[src/design/dkca_pkg.sv]
// ----------------------------------------------------------------------------
// dkca_pkg
// Shared types and constants for the dual key color alpha unit: register
// indexes and reset values, datapath widths and the word handed cell to cell.
// ----------------------------------------------------------------------------
package dkca_pkg;

  // config register index
  localparam int CFG_IDX_W = 4;
  localparam logic [CFG_IDX_W-1:0] REG_INNER_RED   = 4'd0;
  localparam logic [CFG_IDX_W-1:0] REG_INNER_GREEN = 4'd1;
  localparam logic [CFG_IDX_W-1:0] REG_INNER_BLUE  = 4'd2;
  localparam logic [CFG_IDX_W-1:0] REG_OUTER_RED   = 4'd3;
  localparam logic [CFG_IDX_W-1:0] REG_OUTER_GREEN = 4'd4;
  localparam logic [CFG_IDX_W-1:0] REG_OUTER_BLUE  = 4'd5;
  localparam logic [CFG_IDX_W-1:0] REG_INNER_TOL   = 4'd6;
  localparam logic [CFG_IDX_W-1:0] REG_OUTER_TOL   = 4'd7;

  // reset values of the config registers
  localparam logic [7:0] RST_INNER_RED   = 8'd0;
  localparam logic [7:0] RST_INNER_GREEN = 8'd255;
  localparam logic [7:0] RST_INNER_BLUE  = 8'd0;
  localparam logic [7:0] RST_OUTER_RED   = 8'd0;
  localparam logic [7:0] RST_OUTER_GREEN = 8'd200;
  localparam logic [7:0] RST_OUTER_BLUE  = 8'd0;
  localparam logic [7:0] RST_INNER_TOL   = 8'd50;
  localparam logic [7:0] RST_OUTER_TOL   = 8'd100;

  // datapath widths
  localparam int CHAN_W = 8;   // color channel and alpha
  localparam int SQ_W   = 16;  // square of an 8-bit value
  localparam int DIST_W = 18;  // sum of three squares
  localparam int PROD_W = 36;  // scaled squared distance and trial products

  // number of search cells (one per alpha bit) and total latency
  localparam int NUM_CELLS   = CHAN_W;
  localparam int FRONT_DEPTH = 3;
  localparam int LATENCY     = FRONT_DEPTH + NUM_CELLS + 1;

  typedef struct packed {
    logic [CHAN_W-1:0] inner_red;
    logic [CHAN_W-1:0] inner_green;
    logic [CHAN_W-1:0] inner_blue;
    logic [CHAN_W-1:0] outer_red;
    logic [CHAN_W-1:0] outer_green;
    logic [CHAN_W-1:0] outer_blue;
    logic [CHAN_W-1:0] inner_tolerance;
    logic [CHAN_W-1:0] outer_tolerance;
  } cfg_t;

  // word passed along the cell chain
  // q2t/qt: m^2*ti^2 and m*ti^2 for the inner remainder m = 255 - k_inner
  // p2t/pt: k^2*to^2 and k*to^2 for the outer prefix k
  typedef struct packed {
    logic              valid;
    logic              outer_zero;
    logic [PROD_W-1:0] x;
    logic [PROD_W-1:0] y;
    logic [PROD_W-1:0] q2t;
    logic [PROD_W-1:0] qt;
    logic [PROD_W-1:0] p2t;
    logic [PROD_W-1:0] pt;
    logic [SQ_W-1:0]   tol2_i;
    logic [SQ_W-1:0]   tol2_o;
    logic [CHAN_W-1:0] ki;
    logic [CHAN_W-1:0] ko;
  } item_t;

  function automatic logic [CHAN_W-1:0] abs_diff(input logic [CHAN_W-1:0] a,
                                                 input logic [CHAN_W-1:0] b);
    abs_diff = (a > b) ? (a - b) : (b - a);
  endfunction

endpackage

[src/design/dkca_cell.sv]
// ----------------------------------------------------------------------------
// dkca_cell
// One search cell: decides one bit of the inner and the outer alpha term by
// a trial squared compare, then hands the updated word to the next cell.
// ----------------------------------------------------------------------------
module dkca_cell #(
  parameter int BIT = 7
) (
  input  logic            clk,
  input  logic            rst,
  input  dkca_pkg::item_t din,
  output dkca_pkg::item_t dout
);

  localparam int PROD_W = dkca_pkg::PROD_W;

  logic [PROD_W-1:0] cand_i;
  logic [PROD_W-1:0] cand_o;
  logic              hit_i;
  logic              hit_o;
  dkca_pkg::item_t   stage;
  dkca_pkg::item_t   stage_next;

  // trial values: inner (m - 2^b)^2 * ti^2, outer (k + 2^b)^2 * to^2
  always_comb begin
    cand_i = din.q2t + (PROD_W'(din.tol2_i) << (2 * BIT)) - (din.qt << (BIT + 1));
    cand_o = din.p2t + (PROD_W'(din.tol2_o) << (2 * BIT)) + (din.pt << (BIT + 1));
    hit_i  = (din.x <= cand_i);
    hit_o  = (cand_o <= din.y);
  end

  // keep the bit where the trial holds and fold it into the running products
  always_comb begin
    stage_next = din;
    stage_next.ki[BIT] = hit_i;
    stage_next.ko[BIT] = hit_o;
    if (hit_i) begin
      stage_next.q2t = cand_i;
      stage_next.qt  = din.qt - (PROD_W'(din.tol2_i) << BIT);
    end
    if (hit_o) begin
      stage_next.p2t = cand_o;
      stage_next.pt  = din.pt + (PROD_W'(din.tol2_o) << BIT);
    end
  end

  // cell register, cleared on reset so no stale word is marked valid
  always_ff @(posedge clk) begin
    if (rst) begin
      stage <= '0;
    end else begin
      stage <= stage_next;
    end
  end

  assign dout = stage;

endmodule

[config.mk]
export PLATFORM = sky130hd
export DESIGN_NAME = dkca_cell
export DESIGN_NICKNAME = d
export VERILOG_FILES = /design/src/design/dkca_pkg.sv /design/src/design/dkca_cell.sv
export SDC_FILE = /design/constraint.sdc
export NUM_CORES = 1
export LEC_CHECK = 0
export ABC_AREA = 1
export BUFFER_PORTS_ARGS = -buffer_cell sky130_fd_sc_hd__clkbuf_2
export CAP_MARGIN = 30
export CORE_MARGIN = 3
export CORE_UTILIZATION = 44
export DETAILED_ROUTE_END_ITERATION = 10
export PLACE_DENSITY = 0.73
export RECOVER_POWER = 100
export SETUP_SLACK_MARGIN = 0.1
export SYNTH_ARGS = -nofsm -noshare
export SYNTH_HDL_FRONTEND = slang
export SYNTH_SLANG_ARGS = --single-unit
[constraint.sdc]
create_clock -name clk -period 5.6 [get_ports clk]
set_input_delay 0.84 -clock clk [delete_from_list [all_inputs] [get_ports clk]]
set_output_delay 0.84 -clock clk [all_outputs]
set_load 0.1 [all_outputs]
==> impl_results.md <==
- Status: finished, violations left
- Failing checks: capacitance limit, slew limit
- Internal Power: 0.00422 W
- Post-route ant nets: 0
- Pwr/cell area: 402 nW/um^2
- Arrival time worst endpoint: 5390 ps
- Post-synth cell types: 40
- Max Cap Viol: 1
- Chip height: between 200 and 250 um
- EDFF count, synth: 0
- Setup_tns: 0 ps
- PortBufs: 531
- Drt pass-1 iters: 5
- Reg clk slew, reported paths: 60 ps
- Post-synth design cell area: 18700 um^2
- Max Freq: 205 MHz
- Hpwl dp: about 56000 um
- CP Max Fanout: 26
- Register bit total from synthesis: 266
- Final setup fails: 0
- Worst vdd ir: around 0.30 mV
- Top cells by area, synth: dfxtp_1, nand2_1, ha_1
- Vias post-DR: 19621
- Post-route cell area: 22500 um^2
- # resized after CTS: 0
- Max-slew violations: between 90 and 100
- Wire per inst: 16.8 um
- Ys Warns: 0
- Most area-hungry cell type in the Yosys netlist: dfxtp_1
- Largest register FFs: 266
- Sequential share of the synthesized area: 0.284
- Global route hottest layer: met2
- Startpoint Class: input pin
- GRT Total Usage: 0.285
- Hold Crit Class: in2reg
- Vias in the first global route: around 18000
- Most instantiated cells after synthesis: nand2_1, inv_1, nor2_1
- Main synth FF type: dfxtp_1
- Final Hold Viols: 0
- CORE AREA: 41500 um^2
- Slew HR: -1.57
- GRT overflow: 0
- CP endpoint kind: register
- Reg power frac: 0.249
- Met2 Track Usage GR: 0.455
- Avg Synthesized Cell Area: around 6.4 um^2
- Kind of critical path: in2reg
- Combinational share of power: 0.537
- Root Buffer: clkbuf_16
- GPL Wtd Cong: 1.01
- Clock Path Buffers: 3
- Initial antenna violation count: 8
- Post-synth ARST share: 0
- CTS tree: built
- DRT iter0 DRCs: 1403
- H-tree lvl count: 1
- Vias/cell: 4.91
- Cts hold-fix bufs: 0
- Clock sink count: around 270
- IO Pins: 534
- Final worst path period share: 0.869
- Data required, critical path: 6130 ps
- Sw frac: 0.534
- Post-CTS setup buffers: 0
- Clock share of power: 0.213
- Cts bufs inserted: 30
- Worst-Margin Slew: 3850 ps
- Post-Syn Instances: 2916
- Final Critical Period: between 4000 and 5000 ps
- Num rows: 74
- Ratio of cells with drive above 1 in the final layout: 0.0983
- Syn-to-layout area delta: 20.1%
- Top-count cell post-synth: nand2_1
- Synthesized net count: 3405
- Final wirelength: 67000 um
- RSZ-0062 raised after global routing: no
- Area share of the largest cell type after synthesis: 0.284
- Remaining DRCs: 0
- Full die area: 45100 um^2
- Final Total Pwr: around 0.0091 W
- Die Width: 212 um
- Nets@finish: 3926
- Pin count of the biggest net entering global routing: 92
- Switch Pwr: 0.00483 W
- Met3 Use GR: 0.0453
- Initial Util: 0.452
- Met1 global-route usage: 0.398
- Hold Path Cell Cnt: 3
- First-pass GRT wire length: 101000 um
- Leakage: 12.6 nW
- Area after DPL: 21900 um^2
## path summary, 6_finish.rpt
check	from	end	slack, ps
worst min-delay path	din[264]	dout[264]	440
worst max-delay path	din[16]	dout[57]	730
## layer usage
| layer | vias up | routed length, um |
|---|---|---|
| met5 | - | 59 |
| met4 | 8 | 1780 |
| met3 | 107 | 5330 |
| met2 | 753 | 29500 |
| met1 | 8747 | 30400 |
| li1 | 10006 | - |
## cell families (layout without fill, tap and decap cells)
group	count (synthesis)	in the layout	share of synthesized area
buffers and inverters	604	1148	0.126
XOR/XNOR	64	64	0.0299
adder cells (fa/ha/maj)	221	221	0.162
other	0	5	0
AND/OR/NAND/NOR	1482	1482	0.321
AO/OA/AOI/OAI	279	279	0.0775
flip-flops	266	266	0.284
## metrics by stage
step	cells	hold slack [ps]	utilization	setup WS, ps
final	3997	444	0.543	733
after global routing	3996	431	0.543	347
after CTS	3992	411	0.551	940
after detailed placement	3937	1040	0.528	372
after global placement	3937	1030	0.528	457
after floorplan	2916	947	-	1510
## layout make-up
cell class | instances | area (um^2)
diodes | 5 | 12.5
clock buffers | 43 | 880
clock inverters | 12 | 95.1
fillers | 4454 | 19000
inverters | 549 | 2060
multi-input cells | 2046 | 11000
flip-flops and latches | 266 | 5330
well taps | 532 | 666
repair buffers | 544 | 2420
## critical path, stage by stage
cell and delay (ps):
clkbuf_2 90, inv_1 70, fa_1 550, inv_1 50, ha_1 350, nand2_1 70, o21bai_1 430, nand2_1 90
nand2_1 190, nand3_1 140, nand3_1 110, nand2_1 140, ha_1 340, nand2_1 70, nor2_1 190, nand3_2 120
nor3_4 190, nand2_2 110, nand2_4 230, nand2_4 100, inv_1 80, clkbuf_2 540, nor2_1 160, nor2_1 130
## layout by cell type, fill, tap and decap left out, types with 3 or more instances in the layout
cell type     n
inv_1       547
nand3b_1     11
clkinv_4      3
clkinvlp_4    5
clkbuf_1    274
clkinv_2      3
xor2_1       50
nand4_1      35
o21ai_0     110
clkbuf_8      8
a21o_1        7
nor3_1       21
diode_2       5
nand2_1     749
clkbuf_16    30
and2_1        3
a21oi_1     128
buf_4         6
nand2b_1      3
fa_1         35
nor4_1        3
dfxtp_1     266
xnor2_1      14
nor2_1      508
ha_1        186
clkbuf_2    266
o21bai_1     12
nand3_1     133
o21ai_1      18
nand2_4       3
## power groups by stage
stage	Combinational, W	Clock [W]	Sequential, W
2_1_floorplan	0.00184	0	0.00429
3_3_place_gp	0.00489	0	0.00229
3_5_place_dp	0.00491	0	0.00230
4_1_cts	0.00493	0.00196	0.00226
5_1_grt	0.00524	0.00204	0.00228
6_report	0.00487	0.00193	0.00226
(Power assumes the default switching activity.)
