<file path="src/design/dkca_pkg.sv">
// ----------------------------------------------------------------------------
// dkca_pkg
// Shared types and constants for the dual key color alpha unit: register
// indexes and reset values, datapath widths and the word handed cell to cell.
// ----------------------------------------------------------------------------
package dkca_pkg;

  // config register index
  localparam int CFG_IDX_W = 4;
  localparam logic [CFG_IDX_W-1:0] REG_INNER_RED   = 4'd0;
  localparam logic [CFG_IDX_W-1:0] REG_INNER_GREEN = 4'd1;
  localparam logic [CFG_IDX_W-1:0] REG_INNER_BLUE  = 4'd2;
  localparam logic [CFG_IDX_W-1:0] REG_OUTER_RED   = 4'd3;
  localparam logic [CFG_IDX_W-1:0] REG_OUTER_GREEN = 4'd4;
  localparam logic [CFG_IDX_W-1:0] REG_OUTER_BLUE  = 4'd5;
  localparam logic [CFG_IDX_W-1:0] REG_INNER_TOL   = 4'd6;
  localparam logic [CFG_IDX_W-1:0] REG_OUTER_TOL   = 4'd7;

  // reset values of the config registers
  localparam logic [7:0] RST_INNER_RED   = 8'd0;
  localparam logic [7:0] RST_INNER_GREEN = 8'd255;
  localparam logic [7:0] RST_INNER_BLUE  = 8'd0;
  localparam logic [7:0] RST_OUTER_RED   = 8'd0;
  localparam logic [7:0] RST_OUTER_GREEN = 8'd200;
  localparam logic [7:0] RST_OUTER_BLUE  = 8'd0;
  localparam logic [7:0] RST_INNER_TOL   = 8'd50;
  localparam logic [7:0] RST_OUTER_TOL   = 8'd100;

  // datapath widths
  localparam int CHAN_W = 8;   // color channel and alpha
  localparam int SQ_W   = 16;  // square of an 8-bit value
  localparam int DIST_W = 18;  // sum of three squares
  localparam int PROD_W = 36;  // scaled squared distance and trial products

  // number of search cells (one per alpha bit) and total latency
  localparam int NUM_CELLS   = CHAN_W;
  localparam int FRONT_DEPTH = 3;
  localparam int LATENCY     = FRONT_DEPTH + NUM_CELLS + 1;

  typedef struct packed {
    logic [CHAN_W-1:0] inner_red;
    logic [CHAN_W-1:0] inner_green;
    logic [CHAN_W-1:0] inner_blue;
    logic [CHAN_W-1:0] outer_red;
    logic [CHAN_W-1:0] outer_green;
    logic [CHAN_W-1:0] outer_blue;
    logic [CHAN_W-1:0] inner_tolerance;
    logic [CHAN_W-1:0] outer_tolerance;
  } cfg_t;

  // word passed along the cell chain
  // q2t/qt: m^2*ti^2 and m*ti^2 for the inner remainder m = 255 - k_inner
  // p2t/pt: k^2*to^2 and k*to^2 for the outer prefix k
  typedef struct packed {
    logic              valid;
    logic              outer_zero;
    logic [PROD_W-1:0] x;
    logic [PROD_W-1:0] y;
    logic [PROD_W-1:0] q2t;
    logic [PROD_W-1:0] qt;
    logic [PROD_W-1:0] p2t;
    logic [PROD_W-1:0] pt;
    logic [SQ_W-1:0]   tol2_i;
    logic [SQ_W-1:0]   tol2_o;
    logic [CHAN_W-1:0] ki;
    logic [CHAN_W-1:0] ko;
  } item_t;

  function automatic logic [CHAN_W-1:0] abs_diff(input logic [CHAN_W-1:0] a,
                                                 input logic [CHAN_W-1:0] b);
    abs_diff = (a > b) ? (a - b) : (b - a);
  endfunction

endpackage

</file>
<file path="src/design/dkca_front.sv">
// ----------------------------------------------------------------------------
// dkca_front
// Front pipeline: squared channel distances, squared tolerances, and the
// 65025-scaled distances and start values that seed the search cells.
// ----------------------------------------------------------------------------
module dkca_front (
  input  logic                        clk,
  input  logic                        rst,
  input  logic                        accept,
  input  logic [dkca_pkg::CHAN_W-1:0] pixel_red,
  input  logic [dkca_pkg::CHAN_W-1:0] pixel_green,
  input  logic [dkca_pkg::CHAN_W-1:0] pixel_blue,
  input  dkca_pkg::cfg_t              cfg,
  output dkca_pkg::item_t             seed
);

  localparam int SQ_W   = dkca_pkg::SQ_W;
  localparam int DIST_W = dkca_pkg::DIST_W;
  localparam int PROD_W = dkca_pkg::PROD_W;

  // stage 1 registers
  logic              s1_valid;
  logic              s1_outer_zero;
  logic [SQ_W-1:0]   s1_sq_i [3];
  logic [SQ_W-1:0]   s1_sq_o [3];
  logic [SQ_W-1:0]   s1_tol2_i;
  logic [SQ_W-1:0]   s1_tol2_o;

  // stage 2 registers
  logic              s2_valid;
  logic              s2_outer_zero;
  logic [DIST_W-1:0] s2_di2;
  logic [DIST_W-1:0] s2_do2;
  logic [PROD_W-1:0] s2_qt;
  logic [SQ_W-1:0]   s2_tol2_i;
  logic [SQ_W-1:0]   s2_tol2_o;

  // stage 3 register
  dkca_pkg::item_t   s3;

  // per-channel differences
  logic [dkca_pkg::CHAN_W-1:0] dif_i [3];
  logic [dkca_pkg::CHAN_W-1:0] dif_o [3];

  always_comb begin
    dif_i[0] = dkca_pkg::abs_diff(pixel_red,   cfg.inner_red);
    dif_i[1] = dkca_pkg::abs_diff(pixel_green, cfg.inner_green);
    dif_i[2] = dkca_pkg::abs_diff(pixel_blue,  cfg.inner_blue);
    dif_o[0] = dkca_pkg::abs_diff(pixel_red,   cfg.outer_red);
    dif_o[1] = dkca_pkg::abs_diff(pixel_green, cfg.outer_green);
    dif_o[2] = dkca_pkg::abs_diff(pixel_blue,  cfg.outer_blue);
  end

  // stage 1: squares of differences and tolerances
  always_ff @(posedge clk) begin
    if (rst) begin
      s1_valid <= 1'b0;
    end else begin
      s1_valid <= accept;
    end
    for (int c = 0; c < 3; c++) begin
      s1_sq_i[c] <= SQ_W'(dif_i[c]) * SQ_W'(dif_i[c]);
      s1_sq_o[c] <= SQ_W'(dif_o[c]) * SQ_W'(dif_o[c]);
    end
    s1_tol2_i     <= SQ_W'(cfg.inner_tolerance) * SQ_W'(cfg.inner_tolerance);
    s1_tol2_o     <= SQ_W'(cfg.outer_tolerance) * SQ_W'(cfg.outer_tolerance);
    s1_outer_zero <= (cfg.outer_tolerance == '0);
  end

  // stage 2: squared distances, 255 * inner tolerance squared
  always_ff @(posedge clk) begin
    if (rst) begin
      s2_valid <= 1'b0;
    end else begin
      s2_valid <= s1_valid;
    end
    s2_di2 <= DIST_W'(s1_sq_i[0]) + DIST_W'(s1_sq_i[1]) + DIST_W'(s1_sq_i[2]);
    s2_do2 <= DIST_W'(s1_sq_o[0]) + DIST_W'(s1_sq_o[1]) + DIST_W'(s1_sq_o[2]);
    s2_qt  <= (PROD_W'(s1_tol2_i) << 8) - PROD_W'(s1_tol2_i);
    s2_tol2_i     <= s1_tol2_i;
    s2_tol2_o     <= s1_tol2_o;
    s2_outer_zero <= s1_outer_zero;
  end

  // stage 3: scale distances by 65025 = 2^16 - 2^9 + 1, seed the search
  always_ff @(posedge clk) begin
    s3.x <= (PROD_W'(s2_di2) << 16) - (PROD_W'(s2_di2) << 9) + PROD_W'(s2_di2);
    s3.y <= (PROD_W'(s2_do2) << 16) - (PROD_W'(s2_do2) << 9) + PROD_W'(s2_do2);
    s3.q2t        <= (s2_qt << 8) - s2_qt;
    s3.qt         <= s2_qt;
    s3.p2t        <= '0;
    s3.pt         <= '0;
    s3.tol2_i     <= s2_tol2_i;
    s3.tol2_o     <= s2_tol2_o;
    s3.ki         <= '0;
    s3.ko         <= '0;
    s3.outer_zero <= s2_outer_zero;
    if (rst) begin
      s3.valid <= 1'b0;
    end else begin
      s3.valid <= s2_valid;
    end
  end

  assign seed = s3;

endmodule

</file>
<file path="config.mk">
export PLATFORM = sky130hd
export DESIGN_NAME = dkca_front
export DESIGN_NICKNAME = d
export VERILOG_FILES = /design/src/design/dkca_pkg.sv /design/src/design/dkca_front.sv
export SDC_FILE = /design/constraint.sdc
export NUM_CORES = 1
export LEC_CHECK = 0
export CAP_MARGIN = 15
export CORE_AREA = 2 2 222 268
export CTS_CLUSTER_SIZE = 30
export DETAILED_ROUTE_END_ITERATION = 8
export DIE_AREA = 0 0 224 270
export DONT_BUFFER_PORTS = 1
export PLACE_DENSITY = 0.81
export SYNTH_ARGS = -nofsm -noshare
export SYNTH_HDL_FRONTEND = slang
export SYNTH_SLANG_ARGS = --single-unit
</file>
<file path="constraint.sdc">
create_clock -name clk -period 13.7 [get_ports clk]
set_input_delay 2.055 -clock clk [delete_from_list [all_inputs] [get_ports clk]]
set_output_delay 2.055 -clock clk [all_outputs]
set_load 0.05 [all_outputs]
</file>
==> results of run 1 <==
[critical path: stages]
cell,delay [ps]
inv_1,30
ha_1,200
inv_1,90
fa_1,190
a21oi_1,70
o21bai_1,180
a21oi_1,110
nor3_2,620
mux2_2,460
a21oi_1,280
o21ai_1,110
xnor2_1,540
nor2_1,240
fa_1,480
fa_1,520
inv_1,60
fa_1,520
fa_1,560
inv_1,40
ha_1,320
a21oi_1,240
nor2b_1,90
o21a_1,180
o31a_1,260
o41ai_1,400
xnor2_1,100
[layer usage]
layer | wire length [microns] | global-route usage (%) | part of all wire, %
met5 | 0 | 0 | 0
met1 | 25500 | 24.6 | 39
met4 | 2130 | 7.56 | 3.3
met2 | 34900 | 42.2 | 54
met3 | 2500 | 2.60 | 3.8
[flip-flops by register name (all words and copies together) (netlist names)]
signal	count
seed	159
s1_tol2_o	15
s2_do2	18
s2_tol2_o	15
s1_tol2_i	15
s2_outer_zero	1
s1_sq_i	45
s2_valid	1
s1_outer_zero	1
s1_sq_o	45
s2_di2	18
s1_valid	1
s2_tol2_i	15
s2_qt	23
[final timing paths]
check / start / endpoint / slack (ps) / cells past startpoint
hold reg to reg: s2_tol2_i[11] / seed[43] / 310 / 0
setup reg to reg: s2_di2[0] / seed[262] / 9530 / 13
setup / recovery: pixel_green[0] / s1_sq_o[0][31] / 5170 / 26
hold / removal: s2_tol2_i[11] / seed[43] / 310 / 0
[layout make-up]
cell class / instances / area share (%)
well taps: 742 / 2.78
inverters: 529 / 5.95
multi-input cells: 2456 / 64.5
flip-flops and latches: 372 / 22.3
repair buffers: 9 / 0.263
clock buffers: 52 / 3.38
clock inverters: 20 / 0.746
[kinds of logic after synthesis]
family          synth area share [%]
buf+inv                         9.31
mux                             1.92
fa+ha+maj                       32.9
flops                           23.6
other cells                   0.0119
simple gates                    11.6
xor+xnor                        9.19
compound gates                  11.5
[per-stage QoR]
stage                     cells  instance area, sq um  hold slack [ps]  setup slack, ps
after floorplan            3503                 31900              310             5450
after global placement     4108                 32000              310             4970
after detailed placement   4108                 32000              312             4740
after CTS                  4180                 33400              325             5200
after global routing       4180                 33400              330             4730
final                      4180                 33400              315             5170
[cell usage in the layout (no fill, tap or decap), types with 36 or more instances in the layout]
cell / instances
fa_1: 246
ha_1: 437
dfxtp_1: 370
nor2_1: 315
o21bai_1: 44
nand2_1: 106
o21a_1: 41
a21oi_1: 175
xnor2_1: 245
nor2b_1: 36
a21o_1: 66
clkbuf_16: 40
nor3_1: 51
o21ai_0: 72
and2_1: 36
conb_1: 97
mux2i_1: 38
inv_1: 529
xor2_1: 78
==> metrics.cfg, run 1 <==
[route]
antenna_left = 0
dr.first_iter.drc_count = 1123
wl_per_cell_microns = 15.6
drt-total-wl_microns = 65000
via_per_inst = 5.35
dr.pass1.iters = 5
drcViolationCount = 0
vias = 22366

[clocking]
clk_pin_slew_ps = 70
cts_setup_buffers = 0
cts_buffers = 40
clock-root-buffer = clkbuf_16
clock-sinks = 372
clkLatencyLatePin_ps = 580
ctsHoldBuffers = 0
cts_max_path_buffers = 3
cts_tree = done
htreeDepth = 2
cts-resized-gates = 0

[placed_design]
gp_congestion = 0.942
io_buffers = 0
dp_hpwl_microns = 52600

[timing]
timing.final.crit_share_pct = 62.2
rsz0062_at_grt = no
fin_setup_tns_ps = 0
skew_ps = 45.3
tightest_slew_ps = 1080
finalMaxSlewViolations = 0
fmaxAchievable_mhz = 117
hold_viol_final = 0
relSlewSlack_pct = 25.7
period_needed_ps = 8530
setup_viol = 0

[finish]
fin_nets = 4182
regArea_sq_mm = 0.00745
drive_gt1_share_pct = 4.62
num_antenna_cells = 0
fin_util_pct = 57.6
synthToLayoutAreaGrowth_pct = 5.71
multi_input_area_sq_mm = 0.0215
nFillCells = 4869

[critical_path]
arrival_ps = 8960
critPathKind = in -> reg
cp-start-kind = primary input
worst_setup_path_end_kind = flop
crit_required_ps = 14140
critPathMaxFanout = 9

[synth]
synth.top_cell.area_share_pct = 23.6
syn-cell-area_sq_mm = 0.0316
ys_top_cells_by_area = dfxtp_1, ha_1, fa_1
syn_avg_cell_area_sq_um = 9.26
ys_ff_latch = 372
synthesis.instances = 3407
ys_warn_count = 0
synth-async-reset-ratio_pct = 0
yosys_most_used_dff = dfxtp_1
synth_common_cells = inv_1, ha_1, dfxtp_1, nor2_1, fa_1
synth_edf_count = 0
ys_types = 92
yosysTopAreaCell = dfxtp_1
synth.yosys.seq_area_share_pct = 23.6
yosys.cell_count.top_type = inv_1

[die]
die_area_sq_mm = 0.0605
num_rows = 97
pin_count = 357
die_x_microns = 224
die_h_microns = 270
core_area_sq_mm = 0.0579
start_util_pct = 54.5

[grt]
grt_use_total_pct = 21.9
grt_pass1_vias = 23114
grt_pass1_wl_microns = 110000
grt_overflow = 0
antenna_found_initial = 0
grt_max_degree = 17

[run_status]
outcome = finished clean

[run]
drv_cap = 0

[worst_hold_path]
hold_class = reg -> reg

Power of run 1 is not shown: default switching activity piles up to over one toggle a cycle in this logic, so the estimate is an artifact.
==> run 2, diff against run 1 <==
--- a/config.mk
+++ b/config.mk
@@ -5,11 +5,12 @@
 export SDC_FILE = /design/constraint.sdc
 export NUM_CORES = 1
 export LEC_CHECK = 0
+export ABC_AREA = 1
 export CAP_MARGIN = 15
-export CORE_AREA = 2 2 222 268
+export CORE_AREA = 2 2 231 278
 export CTS_CLUSTER_SIZE = 30
 export DETAILED_ROUTE_END_ITERATION = 8
-export DIE_AREA = 0 0 224 270
+export DIE_AREA = 0 0 233 280
 export DONT_BUFFER_PORTS = 1
 export PLACE_DENSITY = 0.81
 export SYNTH_ARGS = -nofsm -noshare
==> constraint.sdc (replaced) <==
create_clock -name clk -period 8.4 [get_ports clk]
set_input_delay 1.26 -clock clk [delete_from_list [all_inputs] [get_ports clk]]
set_output_delay 1.26 -clock clk [all_outputs]
set_load 0.05 [all_outputs]
==> run 2 against run 1 <==
  * Critical path depth rose by 4
  * Clock skew shrank 33 ps
  * Hold slack better by 10 ps
  * Design area grew 7.5%
  * Worst setup slack lost 3200 ps
  * Register-to-register slack lost 4400 ps
  * Synthesized cell count grew 29%
  * Critical endpoint is now s1_sq_i[0][30]
==> metrics.cfg, run 2 <==
[run_status]
outcome = finished clean

[clocking]
cts-resized-gates = 0
cts_max_path_buffers = 3
ctsHoldBuffers = 0
htreeDepth = 2
clock-sinks = 372
clkLatencyLatePin_ps = 560
cts_setup_buffers = 0
cts_buffers = 38
clk_pin_slew_ps = 60
cts_tree = done
clock-root-buffer = clkbuf_16

[synth]
synth.top_cell.area_share_pct = 21.8
yosys.cell_count.top_type = inv_1
synth_xor_area_share_pct = 8.11
yosysTopAreaCell = dfxtp_1
muxShareOfSynthArea_pct = 0
yosys_most_used_dff = dfxtp_1
synth_fa_ha_area_share_pct = 30.4
synth_compound_area_share_pct = 8.24
ys_ff_latch = 372
synth.yosys.seq_area_share_pct = 21.8
syn-cell-area_sq_mm = 0.0341
synth_common_cells = inv_1, nand2_1, ha_1, nor2_1, dfxtp_1
ys_warn_count = 0
synth_top_family_by_area = adder cells
ys_types = 50
syn_avg_cell_area_sq_um = 7.79
synth-async-reset-ratio_pct = 0
ys_top_cells_by_area = dfxtp_1, ha_1, fa_1
synthesis.instances = 4380
synth-simple-area-share_pct = 19.1
synth_edf_count = 0

[critical_path]
crit_path_max_incr_delay_ps = 550
critPathKind = in -> reg
crit_required_ps = 8890
critPathSlowestCell = fa_1
arrival_ps = 6950
critPathMaxFanout = 9
cp-start-kind = primary input
worst_setup_path_end_kind = flop
crit_top_cell = inv_1

[route]
drt-total-wl_microns = 76800
drcViolationCount = 0
dr.pass1.iters = 7
dr.first_iter.drc_count = 1334
antenna_left = 0
via_per_inst = 5.13
vias = 26780
wl_per_cell_microns = 14.7

[finish]
fin_nets = 5150
largest_reg_flops = 159
final_cell_mix = inv_1, nand2_1, ha_1
synthToLayoutAreaGrowth_pct = 5.06
final_common_cell = inv_1
num_antenna_cells = 0
drive_gt1_share_pct = 4.70

[timing]
fmaxAchievable_mhz = 155
timing.final.crit_share_pct = 76.9
rsz0062_at_grt = no
finalMaxSlewViolations = 0
fin_setup_tns_ps = 0
relSlewSlack_pct = 32.3
setup_viol = 0
skew_ps = 12.0
hold_viol_final = 0
tightest_slew_ps = 1020
period_needed_ps = 6460

[die]
die_area_sq_mm = 0.0652
die_x_microns = 233
die_h_microns = 280
num_rows = 101
core_area_sq_mm = 0.0628
pin_count = 357
start_util_pct = 54.3

[grt]
grt_use_total_pct = 23.6
antenna_found_initial = 1
grt.busiest_layer = met2
grt_max_degree = 17
grt_util_met3_pct = 3.59
grt_overflow = 0
grt_pass1_wl_microns = 127000
grt_pass1_vias = 26779
grt_util_met1_pct = 27.9
met2_usage_pct = 43.0

[placed_design]
gp_congestion = 1.02
dp_hpwl_microns = 64800
io_buffers = 0

[run]
drv_cap = 0

[worst_hold_path]
hold_class = reg -> reg

## run 2: cell types whose count changed after synthesis, sizes merged, moves of 38 or more
| cell | previous run | this run |
|---|---|---|
| a21o | 66 | 13 |
| nor2 | 315 | 420 |
| nand2 | 106 | 809 |
| nand3 | 25 | 165 |
| a21oi | 176 | 278 |
| xor2 | 78 | 235 |
| mux2i | 38 | 0 |
| o21ai | 81 | 145 |
| inv | 529 | 854 |
| xnor2 | 248 | 81 |
| nand4 | 17 | 57 |
## run 2: stage by stage
step	setup WS [ps]	std cells	area [sq um]	hold WS, ps	util (%)
floorplan	1940	4476	34500	310	-
CTS	2030	5225	35900	323	57.1
detailed placement	1440	5160	34600	312	55.1
finish	1940	5225	35900	325	57.1
global placement	1570	5160	34600	310	55.1
global route	1510	5225	35900	330	57.1
## run 2: cell families after synthesis
family,count (synthesis)
flops,372
simple gates,1502
other cells,1
buf+inv,998
xor+xnor,316
compound gates,508
fa+ha+maj,683
## run 2: worst max-delay path: cells and delay by family
| family | cells | cell delay, ps |
|---|---|---|
| buf+inv | 8 | 670 |
| xor+xnor | 1 | 120 |
| fa+ha+maj | 7 | 3050 |
| simple gates | 7 | 770 |
| compound gates | 7 | 1090 |
## run 2: final cells by class
class                           instances  area [sq um]
Fill cell                            5624         26900
Multi-Input combinational cell       3106         22900
Clock inverter                         17           240
Inverter                              856          3210
Clock buffer                           48          1030
Timing Repair Buffer                    2          35.0
Tap cell                              824          1030
Sequential cell                       372          7450
## run 2: path summary, 6_finish.rpt
path	start	to	slack [ps]	cells after the start
worst max-delay path	pixel_green[0]	s1_sq_i[0][30]	1940	30
worst max register to register	s2_di2[7]	seed[260]	5090	19
worst min register to register	s2_tol2_o[7]	seed[23]	330	0
worst min-delay path	s2_tol2_o[7]	seed[23]	330	0
## run 2: layer usage
layer	wire length [microns]	vias to the layer above
met5	13	-
met4	2610	2
met3	4230	163
li1	-	13493
met1	31700	12409
met2	38300	713
Power of run 2 is left out for the same reason.
